--- src/hw/rtl/ebrs_pkg.sv ---
`default_nettype none
// ----------------------------------------------------------------------------
// ebrs_pkg
// Shared types and constants for the execution buffer register scoreboard.
// ----------------------------------------------------------------------------
package ebrs_pkg;

  // Table geometry
  localparam int DEPTH       = 8;
  localparam int MAX_SOURCES = 4;
  localparam int SRC_FIELDS  = 4;
  localparam int SRC_LIMIT   = (MAX_SOURCES < SRC_FIELDS) ? MAX_SOURCES : SRC_FIELDS;

  // Field widths
  localparam int WARP_W = 16;
  localparam int REG_W  = 8;
  localparam int LAT_W  = 10;
  localparam int NSRC_W = 3;
  localparam int EXW_W  = 4;
  localparam int OCC_W  = 4;
  localparam int CNT_W  = $clog2(DEPTH + 1);
  localparam int CMP_W  = 8;

  // Operation codes
  typedef enum logic [1:0] {
    OP_TICK  = 2'd0,
    OP_CHECK = 2'd1,
    OP_ISSUE = 2'd2
  } op_e;

  // Control sequencer
  typedef enum logic {
    ST_IDLE,
    ST_REPORT
  } state_e;

  // Command broadcast to every cell
  typedef struct packed {
    logic                              en;
    logic [1:0]                        op;
    logic [WARP_W-1:0]                 warp;
    logic [REG_W-1:0]                  dest;
    logic [LAT_W-1:0]                  latency;
    logic [NSRC_W-1:0]                 nsrc;
    logic [SRC_FIELDS-1:0][REG_W-1:0]  src;
  } cmd_t;

  // Data handed from one cell to the next
  typedef struct packed {
    logic             hit;
    logic [CNT_W-1:0] count;
  } link_t;

endpackage : ebrs_pkg
`default_nettype wire

--- src/hw/rtl/ebrs_cell.sv ---
`default_nettype none
// ----------------------------------------------------------------------------
// ebrs_cell
// One scoreboard entry. Ages on tick, matches sources on check, takes the
// issue grant when free, and extends the hit and live-count chain.
// ----------------------------------------------------------------------------
module ebrs_cell
  import ebrs_pkg::*;
(
  input  wire logic  clk_i,
  input  wire logic  rst_ni,
  input  wire cmd_t  cmd_i,
  input  wire logic  grant_i,
  output logic       grant_o,
  input  wire link_t link_i,
  output link_t      link_o
);

  logic              valid_q, valid_d;
  logic [WARP_W-1:0] warp_q;
  logic [REG_W-1:0]  dest_q;
  logic [LAT_W-1:0]  rem_q;
  logic              take;
  logic              match;

  // Source compare against the stored destination
  always_comb begin
    match = 1'b0;
    for (int j = 0; j < SRC_FIELDS; j++) begin
      if ((NSRC_W'(j) < cmd_i.nsrc) && (dest_q == cmd_i.src[j])) begin
        match = 1'b1;
      end
    end
    match = match && valid_q && (warp_q == cmd_i.warp);
  end

  // Grant passes on only over occupied cells
  assign take    = grant_i && !valid_q;
  assign grant_o = grant_i && valid_q;

  // Chain to the neighbor
  always_comb begin
    link_o.hit   = link_i.hit || (match && (cmd_i.op == OP_CHECK));
    link_o.count = link_i.count + CNT_W'(valid_q);
  end

  // Valid next state
  always_comb begin
    valid_d = valid_q;
    if (cmd_i.en) begin
      if ((cmd_i.op == OP_TICK) && valid_q && (rem_q <= LAT_W'(1))) begin
        valid_d = 1'b0;
      end else if ((cmd_i.op == OP_ISSUE) && take) begin
        valid_d = 1'b1;
      end
    end
  end

  always_ff @(posedge clk_i or negedge rst_ni) begin
    if (!rst_ni) begin
      valid_q <= 1'b0;
    end else begin
      valid_q <= valid_d;
    end
  end

  // Entry payload: written on issue, aged on tick
  always_ff @(posedge clk_i) begin
    if (cmd_i.en) begin
      if ((cmd_i.op == OP_ISSUE) && take) begin
        warp_q <= cmd_i.warp;
        dest_q <= cmd_i.dest;
        rem_q  <= cmd_i.latency;
      end else if ((cmd_i.op == OP_TICK) && valid_q && (rem_q > LAT_W'(1))) begin
        rem_q <= rem_q - LAT_W'(1);
      end
    end
  end

endmodule : ebrs_cell
`default_nettype wire

--- src/hw/rtl/exec_buffer_register_scoreboard.sv ---
`default_nettype none
// ----------------------------------------------------------------------------
// exec_buffer_register_scoreboard
// Scoreboard of in-flight compute instructions built as a row of entry cells.
// ----------------------------------------------------------------------------
//  channel   | handshake            | payload
//  ----------+----------------------+-------------------------------------------
//  command   | start / busy         | op, warp_id, dst_reg, latency, num_src,
//            |                      | src_reg0..src_reg3
//  result    | done_o (one cycle)   | conflict_o, full_res_o, occupancy_o
//  config    | cfg_we_i             | cfg_wdata_i (exec_width)
//
// Items are taken only while idle: the cells update at the accepting edge,
// and the result shows in the following cycle, while busy is high. The live
// count comes from the ripple through the cell row. Reset clears every entry
// and sets exec_width to 8. The receiver cannot stall; no result is ever held back.
// ----------------------------------------------------------------------------
module exec_buffer_register_scoreboard
  import ebrs_pkg::*;
(
  input  wire logic              clk_i,
  input  wire logic              rst_ni,
  input  wire logic              start,
  output logic                   busy,
  input  wire logic [1:0]        op_i,
  input  wire logic [WARP_W-1:0] warp_id_i,
  input  wire logic [REG_W-1:0]  dst_reg_i,
  input  wire logic [LAT_W-1:0]  latency_i,
  input  wire logic [NSRC_W-1:0] num_src_i,
  input  wire logic [REG_W-1:0]  src_reg0_i,
  input  wire logic [REG_W-1:0]  src_reg1_i,
  input  wire logic [REG_W-1:0]  src_reg2_i,
  input  wire logic [REG_W-1:0]  src_reg3_i,
  output logic                   done_o,
  output logic                   conflict_o,
  output logic                   full_res_o,
  output logic [OCC_W-1:0]       occupancy_o,
  input  wire logic              cfg_we_i,
  input  wire logic [EXW_W-1:0]  cfg_wdata_i
);

  state_e            state_q, state_d;
  logic [EXW_W-1:0]  exec_width_q;
  logic              conflict_q, full_q;
  cmd_t              cmd;
  link_t             link [DEPTH+1];
  logic [DEPTH:0]    grant;
  logic [CMP_W-1:0]  cap;
  logic              full;
  logic              accept;

  assign accept = start && !busy;

  // Command broadcast with clamped source count
  always_comb begin
    cmd.en      = accept;
    cmd.op      = op_i;
    cmd.warp    = warp_id_i;
    cmd.dest    = dst_reg_i;
    cmd.latency = latency_i;
    cmd.nsrc    = (num_src_i > NSRC_W'(SRC_LIMIT)) ? NSRC_W'(SRC_LIMIT) : num_src_i;
    cmd.src[0]  = src_reg0_i;
    cmd.src[1]  = src_reg1_i;
    cmd.src[2]  = src_reg2_i;
    cmd.src[3]  = src_reg3_i;
  end

  // Capacity check against the live count before the item
  always_comb begin
    cap  = (CMP_W'(exec_width_q) > CMP_W'(DEPTH)) ? CMP_W'(DEPTH) : CMP_W'(exec_width_q);
    full = CMP_W'(link[DEPTH].count) >= cap;
  end

  // Chain heads
  assign link[0].hit   = 1'b0;
  assign link[0].count = '0;
  assign grant[0]      = (op_i == OP_ISSUE) && !full && (latency_i != '0);

  // Cell row
  for (genvar i = 0; i < DEPTH; i++) begin : g_cell
    ebrs_cell u_cell (
      .clk_i   (clk_i),
      .rst_ni  (rst_ni),
      .cmd_i   (cmd),
      .grant_i (grant[i]),
      .grant_o (grant[i+1]),
      .link_i  (link[i]),
      .link_o  (link[i+1])
    );
  end

  // Configuration register
  always_ff @(posedge clk_i or negedge rst_ni) begin
    if (!rst_ni) begin
      exec_width_q <= EXW_W'(DEPTH);
    end else if (cfg_we_i) begin
      exec_width_q <= cfg_wdata_i;
    end
  end

  // Flags captured at the accepting edge
  always_ff @(posedge clk_i or negedge rst_ni) begin
    if (!rst_ni) begin
      conflict_q <= 1'b0;
      full_q     <= 1'b0;
    end else if (accept) begin
      conflict_q <= (op_i == OP_CHECK) && link[DEPTH].hit;
      full_q     <= (op_i == OP_ISSUE) && full;
    end
  end

  // Sequencer
  always_ff @(posedge clk_i or negedge rst_ni) begin
    if (!rst_ni) begin
      state_q <= ST_IDLE;
    end else begin
      state_q <= state_d;
    end
  end

  always_comb begin
    state_d = state_q;
    busy    = 1'b0;
    done_o  = 1'b0;
    case (state_q)
      ST_IDLE: begin
        if (start) begin
          state_d = ST_REPORT;
        end
      end
      ST_REPORT: begin
        busy    = 1'b1;
        done_o  = 1'b1;
        state_d = ST_IDLE;
      end
      default: begin
        state_d = ST_IDLE;
      end
    endcase
  end

  // Result ports; the count reflects the updated row
  assign conflict_o  = conflict_q;
  assign full_res_o  = full_q;
  assign occupancy_o = OCC_W'(link[DEPTH].count);

endmodule : exec_buffer_register_scoreboard
`default_nettype wire

--- config.mk ---
export PLATFORM = sky130hd
export DESIGN_NAME = exec_buffer_register_scoreboard
export DESIGN_NICKNAME = d
export VERILOG_FILES = /design/src/hw/rtl/ebrs_pkg.sv /design/src/hw/rtl/ebrs_cell.sv /design/src/hw/rtl/exec_buffer_register_scoreboard.sv
export SDC_FILE = /design/constraint.sdc
export NUM_CORES = 1
export LEC_CHECK = 0
export BUFFER_PORTS_ARGS = -buffer_cell sky130_fd_sc_hd__buf_4
export CAP_MARGIN = 10
export CORE_UTILIZATION = 35
export CTS_CLUSTER_DIAMETER = 100
export DETAILED_ROUTE_END_ITERATION = 10
export GPL_TIMING_DRIVEN = 0
export SYNTH_ARGS = -nofsm -noshare
export SYNTH_HDL_FRONTEND = slang
export SYNTH_SLANG_ARGS = --single-unit
--- constraint.sdc ---
create_clock -name clk_i -period 14.44 [get_ports clk_i]
set_input_delay 2.166 -clock clk_i [delete_from_list [all_inputs] [get_ports clk_i]]
set_output_delay 2.166 -clock clk_i [all_outputs]
set_load 0.1 [all_outputs]
## Word level (Yosys, flattened, before mapping)

Cells that the tools add are included.
W data, S select, Z words.

- Bits in registers: 287
- Latch bits: 0
- RAM bits: 0
- ROM bits: 0
- Bits of input ports: 79
- Logic and storage cells: 353
- Memories kept: 0

- Add/sub/neg operators: 15
- $mul: 0
- Divide/modulo/power cells: 0
- Magnitude comparators: 23
- Equality and inequality tests: 42
- Shift-type cells: 0
- Muxes and demuxes: 69
- Bitwise logic cells: 1
- Reduce and logical (&&, ||, !) cells: 167

Operators by type and width:

| cell | count |
|---|---|
| $eq A8 B8 Y1 | 32 |
| $mux W10 | 16 |
| $eq A16 B16 Y1 | 8 |
| $logic_and A1 B1 Y1 | 108 |
| $gt A10 B1 Y1 const B | 8 |
| $le A10 B1 Y1 const B | 8 |
| $sub A10 B1 Y10 const B | 8 |
| $mux W1 | 50 |
| $reduce_and A2 Y1 | 24 |
| $reduce_bool A2 Y1 | 16 |
| $add A4 B1 Y4 | 4 |
| $logic_not A1 Y1 | 10 |
| $reduce_bool A10 Y1 | 1 |
| $logic_or A1 B1 Y1 | 7 |
| $lt A1 B3 Y1 const A | 2 |
| $lt A2 B3 Y1 const A | 2 |
| $add A3 B1 Y4 | 1 |
| $ge A4 B4 Y1 | 1 |
| $gt A4 B4 Y1 const B | 1 |
| $mux W4 | 1 |
| $add A2 B1 Y3 | 1 |
| $gt A3 B3 Y1 const B | 1 |
| $mux W3 | 1 |
| $add A1 B1 Y2 | 1 |
| other kinds (5) | 5 |

## Depth between registers and ports, before layout

Gate-level depths: netlist (run 1).

- Depth in word-level cells: 22
- Mapped depth: 17

## Cells and area by module

Synthesis (run 1) repeated with hierarchy kept, for this count alone.

- Cells, all modules: 1383
- Area total of the unflattened synthesis: 16314.4 sq um

By module, submodules not included:

| module | instances | cells each | area each (sq um) |
|---|---|---|---|
| ebrs_cell at g_cell[0].u_cell ... | 7 | 168 | 1986.9 |
| ebrs_cell at g_cell[7].u_cell | 1 | 165 | 1983.2 |
| exec_buffer_register_scoreboard | 1 | 42 | 422.9 |

## Worst setup path after synthesis (run 1)

OpenSTA, ideal clock, no wires.

- Path type: reg2reg
- From: register g_cell[0].u_cell.valid_q
- To: register g_cell[5].u_cell.rem_q[0], enable pin
- Library setup time: 320 ps
- Data arrival time: 6917 ps
- Data required time: 14120 ps
- Slack: 7203 ps
- Stages on the path, launching flop included: 16
- Path buffers: 0
- Clock period less this slack: 7237 ps
- Cells stage by stage: dfrtp_1 > fa_1 > inv_1 > fa_1 > fa_1 > inv_1 > ha_1 > fa_1 > xor2_1 > ha_1 > a21o_1 > a2111oi_4 > and3_4 > nand3_1 > nor2_1 > a31o_2

- Cells in the longest elaborated chain, start to end: 20

RTL lines:

| what | line | RTL |
|---|---|---|
| from (decl) | ebrs_cell.sv:19 | `logic valid_q, valid_d;` |
| from (signal assigned) | ebrs_cell.sv:63 | `valid_q <= valid_d;` |
| $add A1 B1 Y2 | ebrs_cell.sv:44 | `link_o.count = link_i.count + CNT_W'(valid_q);` |
| $add A2 B1 Y3 | ebrs_cell.sv:44 |  |
| $add A3 B1 Y4 | ebrs_cell.sv:44 |  |
| $add A4 B1 Y4 (4 in a row) | ebrs_cell.sv:44 |  |
| net occupancy_o[2] | exec_buffer_register_scoreboard.sv:37 | `output logic [OCC_W-1:0] occupancy_o,` |
| $ge A4 B4 Y1 | exec_buffer_register_scoreboard.sv:71 | `full = CMP_W'(link[DEPTH].count) >= cap;` |
| $logic_not A1 Y1 | exec_buffer_register_scoreboard.sv:77 | `assign grant[0] = (op_i == OP_ISSUE) && !full && (latency_i != '0);` |
| $logic_and A1 B1 Y1 (2 in a row) | exec_buffer_register_scoreboard.sv:77 |  |
| $logic_and A1 B1 Y1 (5 in a row) | ebrs_cell.sv:39 | `assign grant_o = grant_i && valid_q;` |
| $logic_and A1 B1 Y1 | ebrs_cell.sv:38 | `assign take = grant_i && !valid_q;` |
| $logic_and A1 B1 Y1 | ebrs_cell.sv:70 | `if ((cmd_i.op == OP_ISSUE) && take) begin` |
| $reduce_bool A2 Y1 (no source line) | - |  |
| $reduce_and A2 Y1 (no source line) | - |  |
| to (signal assigned) | ebrs_cell.sv:73 | `rem_q <= cmd_i.latency;` |
| to (signal assigned) | ebrs_cell.sv:75 | `rem_q <= rem_q - LAT_W'(1);` |
| to (decl) | ebrs_cell.sv:22 | `logic [LAT_W-1:0] rem_q;` |

The timed path passes the listed nets, and every way through them passes these cells.
A chain may end at the register's enable or synchronous reset.

## Worst setup path after layout (run 1)

- From: register g_cell[1].u_cell.valid_q
- To: register g_cell[7].u_cell.rem_q[6], enable pin

- Cells in the longest elaborated chain, start to end: 22

RTL lines:

| what | line |
|---|---|
| from (decl) | ebrs_cell.sv:19 |
| from (signal assigned) | ebrs_cell.sv:63 |
| $add A1 B1 Y2 | ebrs_cell.sv:44 |
| $add A2 B1 Y3 | ebrs_cell.sv:44 |
| $add A3 B1 Y4 | ebrs_cell.sv:44 |
| $add A4 B1 Y4 (4 in a row) | ebrs_cell.sv:44 |
| $ge A4 B4 Y1 | exec_buffer_register_scoreboard.sv:71 |
| $logic_not A1 Y1 | exec_buffer_register_scoreboard.sv:77 |
| $logic_and A1 B1 Y1 (2 in a row) | exec_buffer_register_scoreboard.sv:77 |
| $logic_and A1 B1 Y1 | ebrs_cell.sv:39 |
| $logic_and A1 B1 Y1 * (6 in a row) | ebrs_cell.sv:39 |
| $logic_and A1 B1 Y1 * | ebrs_cell.sv:38 |
| $logic_and A1 B1 Y1 * | ebrs_cell.sv:70 |
| $reduce_bool A2 Y1 (no source line) * | - |
| $reduce_and A2 Y1 (no source line) * | - |
| to (signal assigned) | ebrs_cell.sv:73 |
| to (signal assigned) | ebrs_cell.sv:75 |
| to (decl) | ebrs_cell.sv:22 |

Mark *: on every way between the ends. The rest lies on a longest branch, timed or not.

==> results.py, run 1 <==
metrics = {
    "run_status": {
        "status": "completed",
    },
    "synthesis": {
        "syn_inst": 1390,
        "synthTopCellsByArea": "edfxtp_1 (51%), xnor2_1 (16%), xor2_1 (8.7%), nand4_1 (2.3%), dfrtp_1 (2.2%)",
        "yosys.area_share.simple_pct": 11.8,
        "ys_ff_latch": 287,
        "synth-main-ff-cell": "edfxtp_1",
        "syn_nets": 1496,
        "synth_top_area_share_pct": 51.0,
        "async_flop_share_pct": 5.23,
        "yosys_warnings": 0,
        "yosys.area_share.adder_pct": 2.30,
        "synth_area_leader_cell": "edfxtp_1",
        "synth_area_mm2": 0.0160,
        "ys_seq_area_share_pct": 53.3,
        "synth_compound_area_share_pct": 4.71,
        "synth_top_family_by_area": "XOR/XNOR gates",
        "synth_edf_count": 272,
        "synth_xor_area_share_pct": 24.3,
        "syn_avg_cell_area_um2": 11.5,
        "muxShareOfSynthArea_pct": 0.343,
        "ys_types": 49,
    },
    "setup_path": {
        "path_max_fanout": 26,
        "criticalPathCategory": "reg -> reg",
        "r2r_slack_ps": 8200,
        "crit_start": "g_cell[1].u_cell.valid_q",
        "worstSetupStartpointType": "flop",
        "worstPathArrival_ps": 6440,
        "crit_required_ps": 14640,
        "r2r-start": "g_cell[1].u_cell.valid_q",
        "cp-end-kind": "flop",
        "rr_endpoint": "g_cell[7].u_cell.rem_q[6]",
        "ff2ff_path_depth": 15,
        "crit_end": "g_cell[7].u_cell.rem_q[6]",
    },
    "floorplanning": {
        "die_area_mm2": 0.0467,
        "rows": 78,
        "die_height_um": 216,
        "die_w_um": 216,
        "core-area_mm2": 0.0453,
        "ios": 87,
        "start_util_pct": 35.4,
    },
    "finish": {
        "register_area_mm2": 0.00854,
        "finalNetCount": 1580,
        "final_util_pct": 40.5,
        "multi_input_area_mm2": 0.00700,
        "antenna_cells": 0,
        "drive_above_1_share_pct": 9.39,
        "fillCellCount": 4318,
        "syn2layout_area_growth_pct": 14.5,
    },
    "route": {
        "wire_per_inst_um": 21.5,
        "drtAntennaViolNets": 0,
        "via_per_inst": 5.22,
        "drtPass1Iterations": 5,
        "drtIter0Drc": 938,
        "drc": 0,
        "num_vias": 11000,
        "drt-total-wl_um": 45100,
    },
    "clock_tree": {
        "root_buffer": "clkbuf_16",
        "postCtsSetupBuffers": 0,
        "clkLatencyLatePin_ps": 560,
        "hold_buffers": 0,
        "cts_resized": 0,
        "cts.path.max_buffers": 3,
        "cts.htree.levels": 2,
        "cts_tree": "yes",
        "path_clk_slew_ps": 60,
        "numCtsBuffers": 35,
        "clkSinkCount": 287,
    },
    "power_and_ir_drop": {
        "power_switching_mw": 0.634,
        "p_sw_share_pct": 29.0,
        "power_frac_seq_pct": 44.1,
        "p_clk_share_pct": 39.5,
        "peakVddDrop_mv": 0.205,
        "internal_power_mw": 1.55,
        "power_frac_comb_pct": 16.4,
        "p_leak_nw": 5.99,
        "power.total_mw": 2.18,
        "p_per_area_mw_per_mm2": 119,
    },
    "sta": {
        "finalSetupViolations": 0,
        "holdWs_ps": 492,
        "drv_slew": 0,
        "maxSlewHeadroom_pct": 19.8,
        "clock_skew_ps": 30.7,
        "fin_crit_ps": 6240,
        "hold_viol_final": 0,
        "max_freq_ghz": 0.160,
        "rsz0062_at_grt": "false",
        "fin_setup_tns_ps": 0,
        "worst_pin_slew_ps": 1190,
        "fin_crit_sh_pct": 43.2,
    },
    "global_routing": {
        "met1_usage_pct": 25.7,
        "grt.total_usage_pct": 19.4,
        "grt_pass1_wl_um": 67600,
        "grt_max_degree": 27,
        "grt-ovfl-total": 0,
        "grt_pass1_vias": 11000,
        "antenna_found_initial": 1,
        "grt_util_met2_pct": 31.4,
        "top_usage_layer": "met2",
        "use_met3_pct": 3.24,
    },
    "run": {
        "cap_violations": 0,
    },
    "min_path": {
        "min_path_type": "reg -> reg",
    },
    "placed_design": {
        "finalWeightedCongestion": 0.914,
        "dp_hpwl_um": 30300,
        "portBuffers": 44,
    },
}
==> cell usage in the layout (no fill, tap or decap), types with 3 or more instances in the layout <==
cell       instances
o31ai_1            5
xor2_1           160
o22ai_1            4
nand3_1           42
o21ai_0           42
a21o_1             6
xnor2_1          284
mux2_2             4
nand2b_1           4
clkinv_2           8
clkinv_1           5
nor2b_1            3
o21a_1             3
fa_1               4
nor2_1            77
clkbuf_1          75
clkbuf_16         35
buf_1              8
nor3b_1            3
nor4b_1            3
buf_4             46
nand4_1           58
buf_2             18
ha_1              23
a41oi_1            3
nor2_4             5
a31o_2             3
or4_1              9
dfrtp_1           14
nor4_1            55
nand3b_1           3
nor3_1            35
nand2_1           63
inv_1             34
a21oi_1           45
a31oi_1            6
a22oi_1            4
edfxtp_1         272
==> per-layer routing <==
layer  up-vias  routed length [um]
met5         -                   0
met4         0                1520
met3       102                2830
met2       403               21300
met1      5384               19500
li1       5073                   -
==> synthesized netlist by cell type, drive strengths merged, types with 28 or more instances <==
library cell and n:
nand4 58, a21oi 45, edfxtp 272, xnor2 284
inv 34, nand2 63, nor2 83, o21ai 43
buf 28, nand3 42, clkbuf 70, nor4 55
nor3 35, xor2 160
==> metrics by stage <==
stage / cell area (um^2) / setup slack (ps) / cells
floorplan: 16000 / 7200 / 1390
global placement: 17100 / 6960 / 2034
detailed placement: 17200 / 8240 / 2037
CTS: 18400 / 8170 / 2101
global route: 18400 / 7940 / 2101
finish: 18400 / 8200 / 2101
==> worst max-delay path: stages, from the launching register on <==
cell	delay [ps]
dfrtp_1	500
fa_1	550
inv_1	50
fa_1	450
fa_1	500
inv_1	50
ha_1	200
fa_1	640
ha_1	260
a21o_1	150
a21o_1	220
a2111oi_4	550
and3_4	300
nor3b_4	530
and2_4	570
a31o_2	370
==> cells by family (layout without fill, tap and decap cells) <==
logic type      after synthesis  count (layout)
xor+xnor                    444             444
simple gates                368             368
flops                       287             287
buf+inv                     132             243
compound gates              127             127
fa+ha+maj                    27              27
mux                           5               5
==> power groups by stage <==
stage	clock network (mW)	logic, mW	registers, mW
3_3_place_gp	0	0.351	0.982
3_5_place_dp	0	0.358	0.982
2_1_floorplan	0	0.253	0.978
6_report	0.862	0.358	0.964
5_1_grt	0.905	0.388	0.967
4_1_cts	0.877	0.361	0.965
==> area by class of cell <==
type                       instances  share of cell area [%]
multi-input combinational        971                    38.2
inverter                          34                   0.695
clock inverter                    22                    1.14
sequential                       287                    46.6
clock buffer                      42                    5.03
buffer                            98                    2.19
tap                              600                    4.09
timing repair buffer              47                    2.14
==> worst min-delay path by stage <==
| stage | depth (start not counted) | slack [ps] | endpoint | startpoint |
|---|---|---|---|---|
| finish | 2 | 490 | full_res_o | full_res_o |
| global route | 2 | 510 | full_res_o | full_res_o |
| CTS | 2 | 500 | full_res_o | full_res_o |
| floorplan | 1 | 470 | exec_width_q[0] | exec_width_q[0] |
| detailed placement | 2 | 480 | full_res_o | full_res_o |
| global placement | 2 | 480 | full_res_o | full_res_o |
==> registers in the layout, indices dropped and copies added (netlist names) <==
register / count
g_cell.u_cell.warp_q: 128
g_cell.u_cell.rem_q: 80
g_cell.u_cell.dest_q: 64
g_cell.u_cell.valid_q: 8
exec_width_q: 4
conflict_o: 1
full_res_o: 1
state_q: 1
No activity file was read; power rests on OpenSTA's default activity.
==> inputs of run 2 (changes only) <==
==> constraint.sdc (replaced) <==
create_clock -name clk_i -period 5.55 [get_ports clk_i]
set_input_delay 0.8325 -clock clk_i [delete_from_list [all_inputs] [get_ports clk_i]]
set_output_delay 0.8325 -clock clk_i [all_outputs]
set_load 0.1 [all_outputs]
==> results.py, run 2 (synthesis results as in run 1) <==
metrics = {
    "run_status": {
        "status": "completed",
    },
    "placed_design": {
        "dp_hpwl_um": 30000,
        "placedInstanceArea_mm2": 0.0172,
        "preCtsSetupSlack_ps": -341,
        "dp_cells": 2036,
        "finalWeightedCongestion": 0.890,
        "portBuffers": 44,
    },
    "power_and_ir_drop": {
        "internal_power_mw": 4.13,
        "p_leak_nw": 6.17,
        "p_clk_share_pct": 40.3,
        "power_switching_mw": 1.69,
        "p_per_area_mw_per_mm2": 308,
        "p_sw_share_pct": 29.1,
        "peakVddDrop_mv": 0.591,
        "power_frac_seq_pct": 43.2,
        "power.total_mw": 5.82,
        "power_frac_comb_pct": 16.5,
    },
    "finish": {
        "fillCellCount": 4290,
        "fin_area_mm2": 0.0189,
        "final_cell_mix": "xnor2_1 (284), edfxtp_1 (272), xor2_1 (159)",
        "top_regs": "g_cell.u_cell.warp_q (128), g_cell.u_cell.rem_q (80), g_cell.u_cell.dest_q (64)",
        "drive_above_1_share_pct": 12.3,
        "finalNetCount": 1612,
        "final_util_pct": 41.7,
        "finalNonFillerCells": 2133,
        "largest_reg_flops": 128,
        "antenna_cells": 0,
        "syn2layout_area_growth_pct": 17.7,
        "multi_input_area_mm2": 0.00717,
        "final_common_cell": "xnor2_1",
        "top_register": "g_cell.u_cell.warp_q",
        "register_area_mm2": 0.00855,
    },
    "setup_path": {
        "cp-end-kind": "flop",
        "criticalPathCategory": "reg -> reg",
        "worstPathArrival_ps": 5560,
        "critPathSlowestCell": "fa_2",
        "crit_path_cell_trace": "fa_1, inv_1, fa_1, fa_1, inv_1, ha_1, fa_2, ha_1, a21o_1, a21o_1, a2111oi_4, and3_4, nor3b_4, buf_4, and2_2",
        "crit_required_ps": 5740,
        "path_max_fanout": 13,
        "slowest_delay_ps": 580,
        "worstSetupStartpointType": "flop",
        "worst_path_most_repeated_cell": "fa_1",
    },
    "global_routing": {
        "grt_max_degree": 26,
        "grt_pass1_wl_um": 70000,
        "antenna_found_initial": 0,
        "grt_util_met2_pct": 32.5,
        "grt_pass1_vias": 11100,
        "grt-ovfl-total": 0,
        "use_met3_pct": 3.04,
        "met1_usage_pct": 27.1,
        "top_usage_layer": "met2",
        "grt.total_usage_pct": 20.2,
    },
    "clock_tree": {
        "cts.path.max_buffers": 3,
        "cts_tree": "yes",
        "root_buffer": "clkbuf_16",
        "path_clk_slew_ps": 60,
        "numCtsBuffers": 36,
        "cts.htree.levels": 2,
        "clkSinkCount": 287,
        "hold_buffers": 0,
        "clkLatencyLatePin_ps": 570,
    },
    "sta": {
        "worst_pin_slew_ps": 1460,
        "hold_viol_final": 0,
        "fin_setup_tns_ps": 0,
        "rsz0062_at_grt": "false",
        "finalSetupViolations": 0,
        "holdWs_ps": 155,
        "fin_crit_ps": 5360,
        "clock_skew_ps": 29.2,
        "maxSlewHeadroom_pct": 2.35,
        "max_freq_ghz": 0.186,
        "drv_slew": 0,
        "fin_crit_sh_pct": 96.7,
        "fin_ws_ps": 185,
    },
    "route": {
        "drc": 0,
        "drtIter0Drc": 1073,
        "drtPass1Iterations": 5,
        "drtAntennaViolNets": 0,
        "via_per_inst": 5.30,
        "wire_per_inst_um": 22.4,
        "drt-total-wl_um": 47700,
        "num_vias": 11300,
    },
    "floorplanning": {
        "die_w_um": 216,
        "rows": 78,
        "start_util_pct": 35.4,
        "die_height_um": 216,
        "die_area_mm2": 0.0467,
        "core-area_mm2": 0.0453,
        "ios": 87,
    },
    "min_path": {
        "min_path_type": "in -> async",
    },
    "run": {
        "cap_violations": 0,
    },
}
run 2: cell types whose count changed in the layout (fill, tap and decap cells not counted), moves of 4 or more:
cell      change
clkinv_2      -4
buf_4        +16
nor2_4        +5
clkinv_1      -4
buf_12       +10
run 2: worst max-delay path, delay by kind of cell, from the launching register on:
kind / cells / cell delay, ps
adder cells (fa/ha/maj): 6 / 2510
AND/OR/NAND/NOR: 3 / 990
AO/OA/AOI/OAI: 3 / 790
flip-flops: 1 / 460
buffers and inverters: 3 / 260
run 2: final cells by class:
cell class,count,area share (%)
sequential,287,45.3
multi-input combinational,976,38.0
clock buffer,51,5.34
tap,600,3.98
timing repair buffer,72,3.63
buffer,98,2.16
clock inverter,14,0.856
inverter,34,0.696
timing repair inverter,1,0.0398
run 2: path summary, 6_finish.rpt:
path | slack (ps) | to | start | depth (start not counted)
max | 190 | g_cell[7].u_cell.warp_q[2] | g_cell[0].u_cell.valid_q | 15
min | 150 | exec_width_q[2] | rst_ni | 1
max reg2reg | 190 | g_cell[7].u_cell.warp_q[2] | g_cell[0].u_cell.valid_q | 15
min reg2reg | 510 | exec_width_q[0] | exec_width_q[0] | 1
max in group asynchronous | 5120 | exec_width_q[3] | rst_ni | 1
min in group clk_i | 470 | exec_width_q[3] | cfg_we_i | 2
run 2: power by group through the flow:
stage	registers, mW	logic (mW)	clock network [mW]
2_1_floorplan	2.54	0.675	0
5_1_grt	2.52	1.04	2.47
6_report	2.51	0.963	2.34
3_5_place_dp	2.55	0.941	0
4_1_cts	2.51	0.958	2.38
3_3_place_gp	2.55	0.927	0
run 2: repair_timing:
item / in CTS / in global routing
buffers inserted: 16 / 10
hold endpoints to repair: 0 / 0
pin swaps: 9 / 6
resized for setup: 13 / 11
endpoints found under the setup margin: 205 / 167
gates cloned: 4 / 2
run 2: routing by layer:
metal / share of wire, % / vias up
li1: - / 5148
met1: 42 / 5569
met2: 46 / 466
met3: 7.3 / 117
met4: 3.9 / 0
met5: 0 / -
==> inputs of run 3 (changes only) <==
--- a/config.mk
+++ b/config.mk
@@ -11,6 +11,7 @@
 export CTS_CLUSTER_DIAMETER = 100
 export DETAILED_ROUTE_END_ITERATION = 10
 export GPL_TIMING_DRIVEN = 0
+export MAX_ROUTING_LAYER = met4
 export SYNTH_ARGS = -nofsm -noshare
 export SYNTH_HDL_FRONTEND = slang
 export SYNTH_SLANG_ARGS = --single-unit
==> results.py, run 3 (synthesis results as in run 1) <==
metrics = {
    "run": {
        "cap_violations": 0,
    },
    "min_path": {
        "min_path_type": "in -> async",
    },
    "setup_path": {
        "cp-end-kind": "flop",
        "path_max_fanout": 13,
        "criticalPathCategory": "reg -> reg",
        "r2r_slack_ps": 180,
        "worstSetupStartpointType": "flop",
        "crit_required_ps": 5740,
        "worstPathArrival_ps": 5560,
    },
    "power_and_ir_drop": {
        "p_clk_share_pct": 40.2,
        "p_sw_share_pct": 29.0,
        "power.total_mw": 5.81,
        "p_leak_nw": 6.17,
        "power_frac_seq_pct": 43.2,
        "peakVddDrop_mv": 0.589,
        "p_per_area_mw_per_mm2": 308,
        "power_switching_mw": 1.69,
        "internal_power_mw": 4.13,
        "power_frac_comb_pct": 16.5,
    },
    "global_routing": {
        "top_usage_layer": "met2",
        "use_met3_pct": 2.92,
        "antenna_found_initial": 0,
        "grt_util_met2_pct": 32.4,
        "grt-ovfl-total": 0,
        "grt.total_usage_pct": 20.9,
        "met1_usage_pct": 27.3,
        "grt_max_degree": 26,
        "grt_pass1_wl_um": 70000,
        "grt_pass1_vias": 11100,
    },
    "floorplanning": {
        "die_height_um": 216,
        "die_area_mm2": 0.0467,
        "die_w_um": 216,
        "start_util_pct": 35.4,
        "ios": 87,
        "core-area_mm2": 0.0453,
        "rows": 78,
    },
    "clock_tree": {
        "cts_tree": "yes",
        "cts.htree.levels": 2,
        "clkSinkCount": 287,
        "hold_buffers": 0,
        "root_buffer": "clkbuf_16",
        "path_clk_slew_ps": 60,
        "numCtsBuffers": 36,
        "cts.path.max_buffers": 3,
        "clkLatencyLatePin_ps": 570,
    },
    "placed_design": {
        "portBuffers": 44,
        "placedInstanceArea_mm2": 0.0172,
        "preCtsSetupSlack_ps": -341,
        "finalWeightedCongestion": 0.905,
        "dp_hpwl_um": 30000,
    },
    "route": {
        "wire_per_inst_um": 22.3,
        "drc": 0,
        "drtAntennaViolNets": 0,
        "drtIter0Drc": 1117,
        "drt-total-wl_um": 47700,
        "drtPass1Iterations": 5,
        "num_vias": 11300,
        "via_per_inst": 5.28,
    },
    "finish": {
        "final_common_cell": "xnor2_1",
        "fillCellCount": 4290,
        "antenna_cells": 0,
        "drive_above_1_share_pct": 12.3,
        "finalNetCount": 1612,
        "largest_reg_flops": 128,
        "final_cell_mix": "xnor2_1 (284), edfxtp_1 (272), xor2_1 (159)",
        "fin_area_mm2": 0.0189,
        "top_register": "g_cell.u_cell.warp_q",
        "top_regs": "g_cell.u_cell.warp_q (128), g_cell.u_cell.rem_q (80), g_cell.u_cell.dest_q (64)",
        "syn2layout_area_growth_pct": 17.7,
    },
    "sta": {
        "holdWs_ps": 156,
        "finalSetupViolations": 0,
        "fin_crit_sh_pct": 96.8,
        "max_freq_ghz": 0.186,
        "hold_viol_final": 0,
        "clock_skew_ps": 28.7,
        "worst_pin_slew_ps": 1430,
        "fin_crit_ps": 5370,
        "drv_slew": 0,
        "maxSlewHeadroom_pct": 4.47,
        "fin_ws_ps": 179,
        "rsz0062_at_grt": "false",
        "fin_setup_tns_ps": 0,
    },
    "run_status": {
        "status": "completed",
    },
}
==> run 3: layout make-up <==
class / instances / area [um^2] / share of cell area [%]
inverters: 34 / 131 / 0.696
repair inverters: 1 / 7.51 / 0.0398
repair buffers: 72 / 686 / 3.63
clock buffers: 51 / 1010 / 5.34
well taps: 600 / 751 / 3.98
flip-flops and latches: 287 / 8550 / 45.3
multi-input cells: 976 / 7170 / 38.0
plain buffers: 98 / 407 / 2.16
clock inverters: 14 / 161 / 0.856
==> run 3: power by group through the flow <==
stage	Sequential (mW)	Combinational [mW]	Clock, mW
final	2.51	0.961	2.34
after global routing	2.52	1.04	2.47
after CTS	2.51	0.958	2.38
after detailed placement	2.55	0.941	0
after global placement	2.55	0.927	0
after floorplan	2.54	0.675	0
==> run 3: worst paths after layout <==
| path | end | depth (start not counted) | startpoint |
|---|---|---|---|
| min in group clk_i | exec_width_q[3] | 2 | cfg_we_i |
| worst max-delay path | g_cell[7].u_cell.warp_q[2] | 15 | g_cell[0].u_cell.valid_q |
| worst max register to register | g_cell[7].u_cell.warp_q[2] | 15 | g_cell[0].u_cell.valid_q |
| max in group asynchronous | exec_width_q[3] | 1 | rst_ni |
| worst min-delay path | exec_width_q[2] | 1 | rst_ni |
| worst min register to register | exec_width_q[0] | 1 | exec_width_q[0] |
==> run 3: per-layer routing <==
layer	vias up	routed length, um
met5	-	0
met4	0	1860
met3	123	3240
met2	454	22100
met1	5532	20500
li1	5150	-
==> run 3: worst max-delay path, cell delays in order, from the launching register on <==
cell       delay, ps
dfrtp_2          460
fa_1             540
inv_1             50
fa_1             450
fa_1             500
inv_1             50
ha_1             200
fa_2             580
ha_1             240
a21o_1           160
a21o_1           210
a2111oi_4        410
and3_4           300
nor3b_4          250
buf_4            160
and2_2           450
==> run 3: repair_timing <==
action	4_1_cts	5_1_grt
setup buffers	16	10
resized for setup	13	11
pin swaps	9	5
cloned	4	2
setup endpoints to repair	205	167
==> run 3: stage by stage <==
| stage | instances | utilization [%] |
|---|---|---|
| detailed placement | 2036 | 38.1 |
| CTS | 2121 | 41.2 |
| finish | 2133 | 41.7 |
| global placement | 2034 | 38.0 |
| floorplan | 1390 | - |
| global route | 2133 | 41.7 |
